`src/hw/rtl/atan2pa_pkg.sv`:
```
package atan2pa_pkg;

   // Input sample width and the widths that follow from it.
   localparam int IN_WIDTH = 16;
   localparam int MAG_W    = IN_WIDTH;
   localparam int DEN_W    = IN_WIDTH + 1;
   localparam int REM_W    = IN_WIDTH + 2;
   localparam int REQ_W    = ((2 * IN_WIDTH + 7) / 8) * 8;

   // Output and internal fixed-point widths.
   localparam int ANGLE_W  = 16;
   localparam int RSP_W    = ((ANGLE_W + 7) / 8) * 8;
   localparam int QUO_W    = 17;
   localparam int R_W      = 16;
   localparam int SUM_W    = 34;

   // The divider develops QUO_W - 1 quotient bits after the leading one.
   localparam int DIV_STAGES = 4;
   localparam int DIV_STEPS  = (QUO_W - 1) / DIV_STAGES;

   // Polynomial coefficients in Q15 and quadrant bases in Q30.
   localparam logic signed [SUM_W-1:0] C3_Q15 = 34'sd6432;
   localparam logic signed [SUM_W-1:0] C1_Q15 = 34'sd32168;
   localparam logic signed [SUM_W-1:0] B1_Q30 = 34'sd843314857;
   localparam logic signed [SUM_W-1:0] B3_Q30 = 34'sd2529944570;
   localparam logic signed [17:0]      PI_Q13 = 18'sd25736;

   typedef struct packed {
      logic y_neg;
      logic num_neg;
      logic base_hi;
      logic den_zero;
   } side_type;

   typedef struct packed {
      logic [REM_W-1:0] rem;
      logic             q_bit;
   } div_step_type;

   // One restoring division step: shift the remainder and try to subtract.
   function automatic div_step_type div_step(input logic [REM_W-1:0] rem,
                                             input logic [DEN_W-1:0] den);
      div_step_type     res;
      logic [REM_W-1:0] sh;
      logic [REM_W-1:0] dx;
      sh = {rem[REM_W-2:0], 1'b0};
      dx = {1'b0, den};
      if (sh >= dx) begin
         res.rem   = sh - dx;
         res.q_bit = 1'b1;
      end else begin
         res.rem   = sh;
         res.q_bit = 1'b0;
      end
      return res;
   endfunction

endpackage

```
`src/hw/rtl/atan2_polynomial_approx.sv`:
```
// Four-quadrant arctangent of a signed (y, x) sample pair.
// Input channel req_*: one transaction carries y in the low half of
// req_tdata and x in the high half. Result channel rsp_*: one transaction
// per input, angle in radians as Q2.13, limited to plus or minus pi.
// The angle comes from r = (x - |y|)/(x + |y|) (or its mirror for x < 0),
// a cubic in r and a quadrant base; x = y = 0 gives an angle near pi/2.
// The path from an accepted input to rsp_tvalid runs through one setup
// stage, four divider stages of four quotient bits each (the first also
// settles the leading bit), then rounding of r, two multiplies for r cubed,
// rounding of r cubed, the coefficient products, the sum and the output
// register. One pair is accepted in every cycle unless a stall fills every stage.
// Each stage holds its own valid bit, so while the receiver stalls the
// empty stages behind the output keep filling; req_tready drops only once
// every stage holds data. Nothing is dropped or repeated under stall.
// Reset (synchronous, active high) empties the pipeline; results in flight
// are discarded and the block is ready on the next cycle.
module atan2_polynomial_approx import atan2pa_pkg::*; (
   input  logic             clock,
   input  logic             reset,
   input  logic             req_tvalid,
   output logic             req_tready,
   input  logic [REQ_W-1:0] req_tdata,  // y_value, x_value
   output logic             rsp_tvalid,
   input  logic             rsp_tready,
   output logic [RSP_W-1:0] rsp_tdata   // angle
);

   localparam int POST = 7;

   // Setup stage.
   logic signed [IN_WIDTH-1:0] y_val;
   logic signed [IN_WIDTH-1:0] x_val;
   logic [MAG_W-1:0]           ay;
   logic signed [IN_WIDTH+1:0] xe;
   logic signed [IN_WIDTH+1:0] aye;
   logic signed [IN_WIDTH+1:0] num;
   logic signed [IN_WIDTH+1:0] den;
   logic signed [IN_WIDTH+1:0] nm_full;

   logic             setup_valid_ff;
   logic             setup_adv;
   logic [MAG_W-1:0] setup_mag_ff, setup_mag_in;
   logic [DEN_W-1:0] setup_den_ff, setup_den_in;
   side_type         setup_side_ff, setup_side_in;

   // Divider outputs.
   logic             div_ready;
   logic             div_valid;
   logic [QUO_W-1:0] div_quo;
   side_type         div_side;

   // Post stages: r, r^2, r^3 exact, r^3 rounded, products, sum, output.
   logic [POST-1:0] valid_ff;
   logic [POST:0]   adv;

   logic [QUO_W:0]            q_sum;
   logic [R_W-1:0]            q_mag;
   logic signed [R_W-1:0]     r_ff, r_in;
   side_type                  r_side_ff;
   logic signed [31:0]        r2_ff, r2_in;
   logic signed [R_W-1:0]     r2_r_ff;
   side_type                  r2_side_ff;
   logic signed [47:0]        r3f_ff, r3f_in;
   logic signed [R_W-1:0]     r3f_r_ff;
   side_type                  r3f_side_ff;
   logic signed [47:0]        r3_round;
   logic signed [16:0]        r3_ff, r3_in;
   logic signed [R_W-1:0]     r3_r_ff;
   side_type                  r3_side_ff;
   logic signed [SUM_W-1:0]   p3_ff, p3_in;
   logic signed [SUM_W-1:0]   p1_ff, p1_in;
   side_type                  pr_side_ff;
   logic signed [SUM_W-1:0]   sum_ff, sum_in;
   side_type                  sum_side_ff;
   logic signed [SUM_W-1:0]   sum_round;
   logic signed [17:0]        ang_signed;
   logic signed [ANGLE_W-1:0] ang_ff, ang_in;

   // ---------------- setup ----------------
   always_comb begin
      y_val = req_tdata[IN_WIDTH-1:0];
      x_val = req_tdata[2*IN_WIDTH-1:IN_WIDTH];
      ay    = y_val[IN_WIDTH-1] ? (~y_val + 1'b1) : y_val;
      xe    = {{2{x_val[IN_WIDTH-1]}}, x_val};
      aye   = {2'b00, ay};
      if (!x_val[IN_WIDTH-1]) begin
         num = xe - aye;
         den = xe + aye;
         setup_side_in.base_hi = 1'b0;
      end else begin
         num = xe + aye;
         den = aye - xe;
         setup_side_in.base_hi = 1'b1;
      end
      nm_full                = num[IN_WIDTH+1] ? -num : num;
      setup_mag_in           = nm_full[MAG_W-1:0];
      setup_den_in           = den[DEN_W-1:0];
      setup_side_in.y_neg    = y_val[IN_WIDTH-1];
      setup_side_in.num_neg  = num[IN_WIDTH+1];
      setup_side_in.den_zero = (den == '0);
   end

   assign setup_adv  = !setup_valid_ff || div_ready;
   assign req_tready = setup_adv;

   always_ff @(posedge clock) begin
      if (reset) begin
         setup_valid_ff <= 1'b0;
      end else if (setup_adv) begin
         setup_valid_ff <= req_tvalid;
      end
   end

   always_ff @(posedge clock) begin
      if (setup_adv) begin
         setup_mag_ff  <= setup_mag_in;
         setup_den_ff  <= setup_den_in;
         setup_side_ff <= setup_side_in;
      end
   end

   // ---------------- divider ----------------
   atan2pa_div u_div (
      .clock     (clock),
      .reset     (reset),
      .in_valid  (setup_valid_ff),
      .in_ready  (div_ready),
      .in_mag    (setup_mag_ff),
      .in_den    (setup_den_ff),
      .in_side   (setup_side_ff),
      .out_valid (div_valid),
      .out_ready (adv[0]),
      .out_quo   (div_quo),
      .out_side  (div_side)
   );

   // ---------------- post stages ----------------
   always_comb begin
      adv[POST] = rsp_tready;
      for (int k = POST - 1; k >= 0; k--) begin
         adv[k] = !valid_ff[k] || adv[k+1];
      end
   end

   // The divider gives floor(num * 2^16 / den); halving it after adding one
   // rounds num * 2^15 / den to nearest with ties away from zero.
   always_comb begin
      q_sum = {1'b0, div_quo} + 1'b1;
      q_mag = q_sum[R_W:1];
      if (div_side.den_zero) begin
         r_in = {1'b1, {(R_W-1){1'b0}}};
      end else if (div_side.num_neg) begin
         r_in = ~q_mag + 1'b1;
      end else if (q_mag[R_W-1]) begin
         r_in = {1'b0, {(R_W-1){1'b1}}};
      end else begin
         r_in = q_mag;
      end
   end

   always_comb begin
      r2_in    = {{16{r_ff[R_W-1]}}, r_ff} * {{16{r_ff[R_W-1]}}, r_ff};
      r3f_in   = {{16{r2_ff[31]}}, r2_ff} * {{32{r2_r_ff[R_W-1]}}, r2_r_ff};
      // Adding half minus one for negative values rounds ties away from zero.
      r3_round = r3f_ff + 48'sd536870912 - {47'd0, r3f_ff[47]};
      r3_in    = r3_round[46:30];
      p3_in    = {{(SUM_W-17){r3_ff[16]}}, r3_ff} * C3_Q15;
      p1_in    = {{(SUM_W-R_W){r3_r_ff[R_W-1]}}, r3_r_ff} * C1_Q15;
      sum_in   = p3_ff - p1_ff + (pr_side_ff.base_hi ? B3_Q30 : B1_Q30);
   end

   always_comb begin
      sum_round  = sum_ff + 34'sd65536 - {33'd0, sum_ff[SUM_W-1]};
      ang_signed = {sum_round[SUM_W-1], sum_round[SUM_W-1:17]};
      if (sum_side_ff.y_neg) begin
         ang_signed = -ang_signed;
      end
      if (ang_signed > PI_Q13) begin
         ang_in = ANGLE_W'(PI_Q13);
      end else if (ang_signed < -PI_Q13) begin
         ang_in = ANGLE_W'(-PI_Q13);
      end else begin
         ang_in = ang_signed[ANGLE_W-1:0];
      end
   end

   always_ff @(posedge clock) begin
      if (reset) begin
         valid_ff <= '0;
      end else begin
         if (adv[0]) valid_ff[0] <= div_valid;
         for (int k = 1; k < POST; k++) begin
            if (adv[k]) valid_ff[k] <= valid_ff[k-1];
         end
      end
   end

   always_ff @(posedge clock) begin
      if (adv[0]) begin
         r_ff      <= r_in;
         r_side_ff <= div_side;
      end
      if (adv[1]) begin
         r2_ff      <= r2_in;
         r2_r_ff    <= r_ff;
         r2_side_ff <= r_side_ff;
      end
      if (adv[2]) begin
         r3f_ff      <= r3f_in;
         r3f_r_ff    <= r2_r_ff;
         r3f_side_ff <= r2_side_ff;
      end
      if (adv[3]) begin
         r3_ff      <= r3_in;
         r3_r_ff    <= r3f_r_ff;
         r3_side_ff <= r3f_side_ff;
      end
      if (adv[4]) begin
         p3_ff      <= p3_in;
         p1_ff      <= p1_in;
         pr_side_ff <= r3_side_ff;
      end
      if (adv[5]) begin
         sum_ff      <= sum_in;
         sum_side_ff <= pr_side_ff;
      end
      if (adv[6]) begin
         ang_ff <= ang_in;
      end
   end

   assign rsp_tvalid = valid_ff[POST-1];
   assign rsp_tdata  = RSP_W'(ang_ff);

endmodule

```
`src/hw/rtl/atan2pa_div.sv`:
```
module atan2pa_div import atan2pa_pkg::*; (
   input  logic             clock,
   input  logic             reset,
   input  logic             in_valid,
   output logic             in_ready,
   input  logic [MAG_W-1:0] in_mag,
   input  logic [DEN_W-1:0] in_den,
   input  side_type         in_side,
   output logic             out_valid,
   input  logic             out_ready,
   output logic [QUO_W-1:0] out_quo,
   output side_type         out_side
);

   logic [DIV_STAGES-1:0] valid_ff;
   logic [DIV_STAGES-1:0] valid_src;
   logic [DIV_STAGES:0]   adv;

   logic [REM_W-1:0] rem_ff  [DIV_STAGES];
   logic [REM_W-1:0] rem_in  [DIV_STAGES];
   logic [REM_W-1:0] rem_src [DIV_STAGES];
   logic [QUO_W-1:0] quo_ff  [DIV_STAGES];
   logic [QUO_W-1:0] quo_in  [DIV_STAGES];
   logic [QUO_W-1:0] quo_src [DIV_STAGES];
   logic [DEN_W-1:0] den_ff  [DIV_STAGES];
   logic [DEN_W-1:0] den_src [DIV_STAGES];
   side_type         side_ff [DIV_STAGES];
   side_type         side_src[DIV_STAGES];

   // A stage may load when it is empty or its content moves on.
   always_comb begin
      adv[DIV_STAGES] = out_ready;
      for (int k = DIV_STAGES - 1; k >= 0; k--) begin
         adv[k] = !valid_ff[k] || adv[k+1];
      end
   end

   // The first stage also settles the leading quotient bit, which is 0 or 1
   // because the magnitude of the numerator never exceeds the denominator.
   always_comb begin
      valid_src[0] = in_valid;
      den_src[0]   = in_den;
      side_src[0]  = in_side;
      rem_src[0]   = {2'b00, in_mag};
      quo_src[0]   = '0;
      if ({2'b00, in_mag} >= {1'b0, in_den}) begin
         rem_src[0] = {2'b00, in_mag} - {1'b0, in_den};
         quo_src[0] = QUO_W'(1);
      end
      for (int k = 1; k < DIV_STAGES; k++) begin
         valid_src[k] = valid_ff[k-1];
         den_src[k]   = den_ff[k-1];
         side_src[k]  = side_ff[k-1];
         rem_src[k]   = rem_ff[k-1];
         quo_src[k]   = quo_ff[k-1];
      end
   end

   always_comb begin
      div_step_type st;
      for (int k = 0; k < DIV_STAGES; k++) begin
         rem_in[k] = rem_src[k];
         quo_in[k] = quo_src[k];
         for (int j = 0; j < DIV_STEPS; j++) begin
            st        = div_step(rem_in[k], den_src[k]);
            rem_in[k] = st.rem;
            quo_in[k] = {quo_in[k][QUO_W-2:0], st.q_bit};
         end
      end
   end

   always_ff @(posedge clock) begin
      if (reset) begin
         valid_ff <= '0;
      end else begin
         for (int k = 0; k < DIV_STAGES; k++) begin
            if (adv[k]) begin
               valid_ff[k] <= valid_src[k];
            end
         end
      end
   end

   always_ff @(posedge clock) begin
      for (int k = 0; k < DIV_STAGES; k++) begin
         if (adv[k]) begin
            rem_ff[k]  <= rem_in[k];
            quo_ff[k]  <= quo_in[k];
            den_ff[k]  <= den_src[k];
            side_ff[k] <= side_src[k];
         end
      end
   end

   assign in_ready  = adv[0];
   assign out_valid = valid_ff[DIV_STAGES-1];
   assign out_quo   = quo_ff[DIV_STAGES-1];
   assign out_side  = side_ff[DIV_STAGES-1];

endmodule
```
`config.mk`:
```
export PLATFORM = sky130hd
export DESIGN_NAME = atan2_polynomial_approx
export DESIGN_NICKNAME = d
export VERILOG_FILES = /design/src/hw/rtl/atan2pa_pkg.sv /design/src/hw/rtl/atan2_polynomial_approx.sv /design/src/hw/rtl/atan2pa_div.sv
export SDC_FILE = /design/constraint.sdc
export NUM_CORES = 2
export LEC_CHECK = 0
export ABC_AREA = 1
export ABC_CLOCK_PERIOD_IN_PS = 31300
export BUFFER_PORTS_ARGS = -buffer_cell sky130_fd_sc_hd__buf_2
export CAP_MARGIN = 5
export CORE_MARGIN = 4
export CORE_UTILIZATION = 30
export DETAILED_ROUTE_END_ITERATION = 12
export PLACE_DENSITY = 0.47
export RECOVER_POWER = 25
export SETUP_SLACK_MARGIN = 0.15
export SLEW_MARGIN = 15
export SYNTH_ARGS = -nofsm -noshare
export SYNTH_HDL_FRONTEND = slang
export SYNTH_SLANG_ARGS = --single-unit
```
`constraint.sdc`:
```
create_clock -name clock -period 31.3 [get_ports clock]
set_input_delay 9.39 -clock clock [delete_from_list [all_inputs] [get_ports clock]]
set_output_delay 9.39 -clock clock [all_outputs]
set_load 0.03 [all_outputs]
```
==> metrics.md <==
| Metric | Value |
|---|---|
| Slew at the pin closest to its max-slew limit | 2.89 ns |
| Area of the multi-input gates | 0.0506 mm2 |
| Number of nets in the layout | 10742 |
| Final worst path period share | 82.6% |
| Critical Path AT | 16.46 ns |
| Clock slew seen by the registers of the worst setup and hold paths | 0.07 ns |
| Via density per instance | 4.62 |
| Crit-path slowest cell | inv_1 |
| Routed wirelength normalized by instance count | 15.6 um |
| Total via count in the routed design | 56755 |
| Cells after synthesis | 9049 |
| Crit Reg-Reg Startpoint | setup_mag_ff[0] |
| Most used cell, CP | nor2_1 |
| Aggregate negative setup slack | 0 ns |
| Crit path launch | rsp_tready |
| Overall die area | 0.255 mm2 |
| Max Fanout on Critical Path | 67 |
| Pre-antenna DRT Iters | 7 |
| Placement Setup Slack | 5.24 ns |
| I/O pin total | 54 |
| Setup repair after global routing missed its margin | false |
| Min cycle time layout | 25.85 ns |
| Final setup violation count | 0 |
| Setup ws final | 5.45 ns |
| Number of enable-type register cells in the synthesized netlist | 476 |
| Startpoint Class | input pin |
| Register cell area after layout | 0.0145 mm2 |
| Post-DP HPWL | 157 mm |
| Post-route DRC violation count | 0 |
| Placeable core region | 0.246 mm2 |
| CTS Buf Count | 57 |
| Worst reg2reg setup slack | 17.42 ns |
| Share of flip-flops with an asynchronous set or reset after synthesis | 0% |
| Final std cells w/o fill | 12294 |
| Sequential element share of the synthesized area | 19.7% |
| Run status | finished with violations |
| Max Cap Violations | 16 |
| Setup crit end | req_tready |
| Cell variety after synth | 73 |
| Global-route wire length before repair | 313 mm |
| Critical Setup Path Class | in2out |
| Number of global-route vias before repair | 59490 |
| Violations in the final reports | capacitance limit, slew limit |
| Data required time of the critical path | 21.91 ns |
| CTS root buf | clkbuf_16 |
| Clock Latency Late Sink | 0.69 ns |
| Post-Syn Area per Cell | 8.17 um2 |
| Most frequently used flop master after synthesis | edfxtp_1 |
| Post-synthesis sequential element count | 488 |
| Initial Util | 30.1% |
| GRT overflow | 0 |
| Layout cell share with drive strength beyond 1 | 3.19% |
| Final Hold Vio Count | 0 |
| Count of placed standard cells including taps | 12185 |
| Critical R2R Capture | u_div.rem_ff[0][15] |
| Synth-to-Final Area Change | 7.58% |
| Total GRT Usage | 15.0% |
| Clock tree buffer depth | 3 |
| Antenna violations before repair | 2 |
| Peak Freq | 38.7 MHz |
| TritonCTS clock tree | built |
| Count of buffers inserted at the top-level ports | 53 |
| Mapped Area | 0.0740 mm2 |
| Yosys warnings | 0 |
| Hold buffer count at cts | 0 |
| Overall die width | 505 um |
| Worst hold path class | reg2reg |
| Y dimension of the die | 505 um |
| Core Rows | 182 |
| Max-slew violation total from the final report | 537 |
| Sink count of the clock tree | 488 |
| CTS H-tree depth | 2 |
| Largest net degree at the start of global routing | 68 |
| Number of fillers in the final layout | 25910 |
| Worst Skew | 0.0750 ns |
| Post-CTS sizing | 0 |
| Detailed Route Iter0 Violations | 2737 |
| Max-slew headroom at the worst pin | -93.0% |
| Placer congestion estimate | 0.869 |
| Largest incremental delay on the critical path | 0.63 ns |
| Post-DRT Antenna Nets | 0 |
| Worst r2r path cells | 66 |
| WL final | 191 mm |
| Post-CTS repair timing setup buffer count | 0 |
| Crit. End Element | output port |
worst min path at each step:
stage	from	endpoint	depth (start not counted)
final	r3_side_ff[1]	pr_side_ff[1]	0
after global routing	r3f_r_ff[10]	r3_r_ff[10]	0
after CTS	r3_side_ff[1]	pr_side_ff[1]	0
after detailed placement	r3f_r_ff[10]	r3_r_ff[10]	0
after global placement	r3f_r_ff[15]	r3_r_ff[15]	0
after floorplan	r3_side_ff[1]	pr_side_ff[1]	0
cell usage in the layout, fill, tap and decap left out, drive strengths merged, types with 52 or more instances in the layout:
master,n
fa,862
clkbuf,87
inv,2135
or2,55
nor3,70
edfxtp,476
o21ai,433
a31oi,58
ha,820
nand3,265
nor2,381
a21oi,580
nand4,52
xnor2,177
nand2,1877
xor2,339
buf,74
metrics by stage:
stage / cell area (um2) / util [%] / hold WS, ns
2_1_floorplan: 74000 / - / 0.400
3_3_place_gp: 77800 / 31.7 / 0.401
3_5_place_dp: 77800 / 31.7 / 0.405
4_1_cts: 79700 / 32.4 / 0.409
5_1_grt: 79600 / 32.4 / 0.416
6_report: 79600 / 32.4 / 0.410
layer usage:
metal / GRT usage, % / routed length, um / vias to the layer above / share of wire, %
met1: 19.1 / 85500 / 27328 / 45
met4: 3.96 / 5250 / 0 / 2.7
met3: 1.19 / 4910 / 274 / 2.6
met5: 0 / 0 / - / 0
li1: - / - / 28269 / -
met2: 27.2 / 95600 / 884 / 50
flip-flops by register name (all words and copies together), names as in the netlist, 15 cells and up:
register / count
u_div.den_ff: 51
u_div.rem_ff: 51
r3f_ff: 48
u_div.quo_ff: 44
sum_ff: 33
p1_ff: 31
r2_ff: 31
p3_ff: 29
r3_ff: 17
r3_r_ff: 16
r_ff: 16
rsp_tdata: 16
setup_den_ff: 16
setup_mag_ff: 16
u_div.side_ff: 16
r2_r_ff: 15
r3f_r_ff: 15
critical path, delay by kind of cell:
family	cells	cell delay [ns]
buf+inv	18	5.42
simple gates	12	1.46
kinds of logic after synthesis:
logic type | synth area share, %
mux | 0.0271
buf+inv | 11.9
simple gates | 15.3
flops | 19.7
other cells | 0.0102
fa+ha+maj | 37.2
xor+xnor | 6.11
compound gates | 9.78
synth_stat cells, types with 4 or more instances:
cell | count | share of area, %
o22ai_1 | 4 | 0.034
xor2_1 | 339 | 4.0
nor4_1 | 18 | 0.15
nor2_2 | 4 | 0.034
o21ai_2 | 14 | 0.17
o21ai_1 | 37 | 0.25
xnor2_1 | 177 | 2.1
a21o_1 | 31 | 0.31
ha_1 | 820 | 14
buf_6 | 6 | 0.091
or2_2 | 55 | 0.47
nand3_1 | 260 | 1.8
nand3b_1 | 16 | 0.16
a21oi_2 | 4 | 0.047
o21bai_1 | 34 | 0.35
nor3b_1 | 5 | 0.051
o21ai_0 | 382 | 2.6
o2111ai_1 | 8 | 0.095
nand2_2 | 17 | 0.14
a31oi_1 | 58 | 0.49
clkinv_1 | 5 | 0.025
a221oi_1 | 10 | 0.12
o211ai_1 | 21 | 0.21
nand2_1 | 1857 | 9.4
o31ai_1 | 18 | 0.18
fa_1 | 862 | 23
edfxtp_1 | 476 | 19
buf_4 | 6 | 0.061
inv_1 | 2120 | 11
and2_1 | 5 | 0.042
o21a_1 | 21 | 0.21
dfxtp_1 | 12 | 0.32
a21boi_0 | 18 | 0.18
a211oi_1 | 17 | 0.17
nor2_1 | 375 | 1.9
o221ai_1 | 9 | 0.11
nor3_1 | 68 | 0.46
inv_2 | 8 | 0.041
buf_1 | 10 | 0.051
buf_2 | 23 | 0.16
clkbuf_1 | 140 | 0.71
nand4_1 | 52 | 0.44
o311ai_0 | 8 | 0.095
a21oi_1 | 575 | 3.9
area by class of cell:
type | count | area share, %
Clock buffer | 62 | 1.82
Sequential cell | 488 | 18.3
Tap cell | 3220 | 5.06
Antenna cell | 1 | 0.00315
Timing Repair Buffer | 99 | 0.649
Inverter | 2135 | 10.1
Multi-Input combinational cell | 6243 | 63.6
Clock inverter | 46 | 0.535
Power is not shown: default switching activity piles up to over one toggle a cycle in this logic, so the estimate is an artifact.
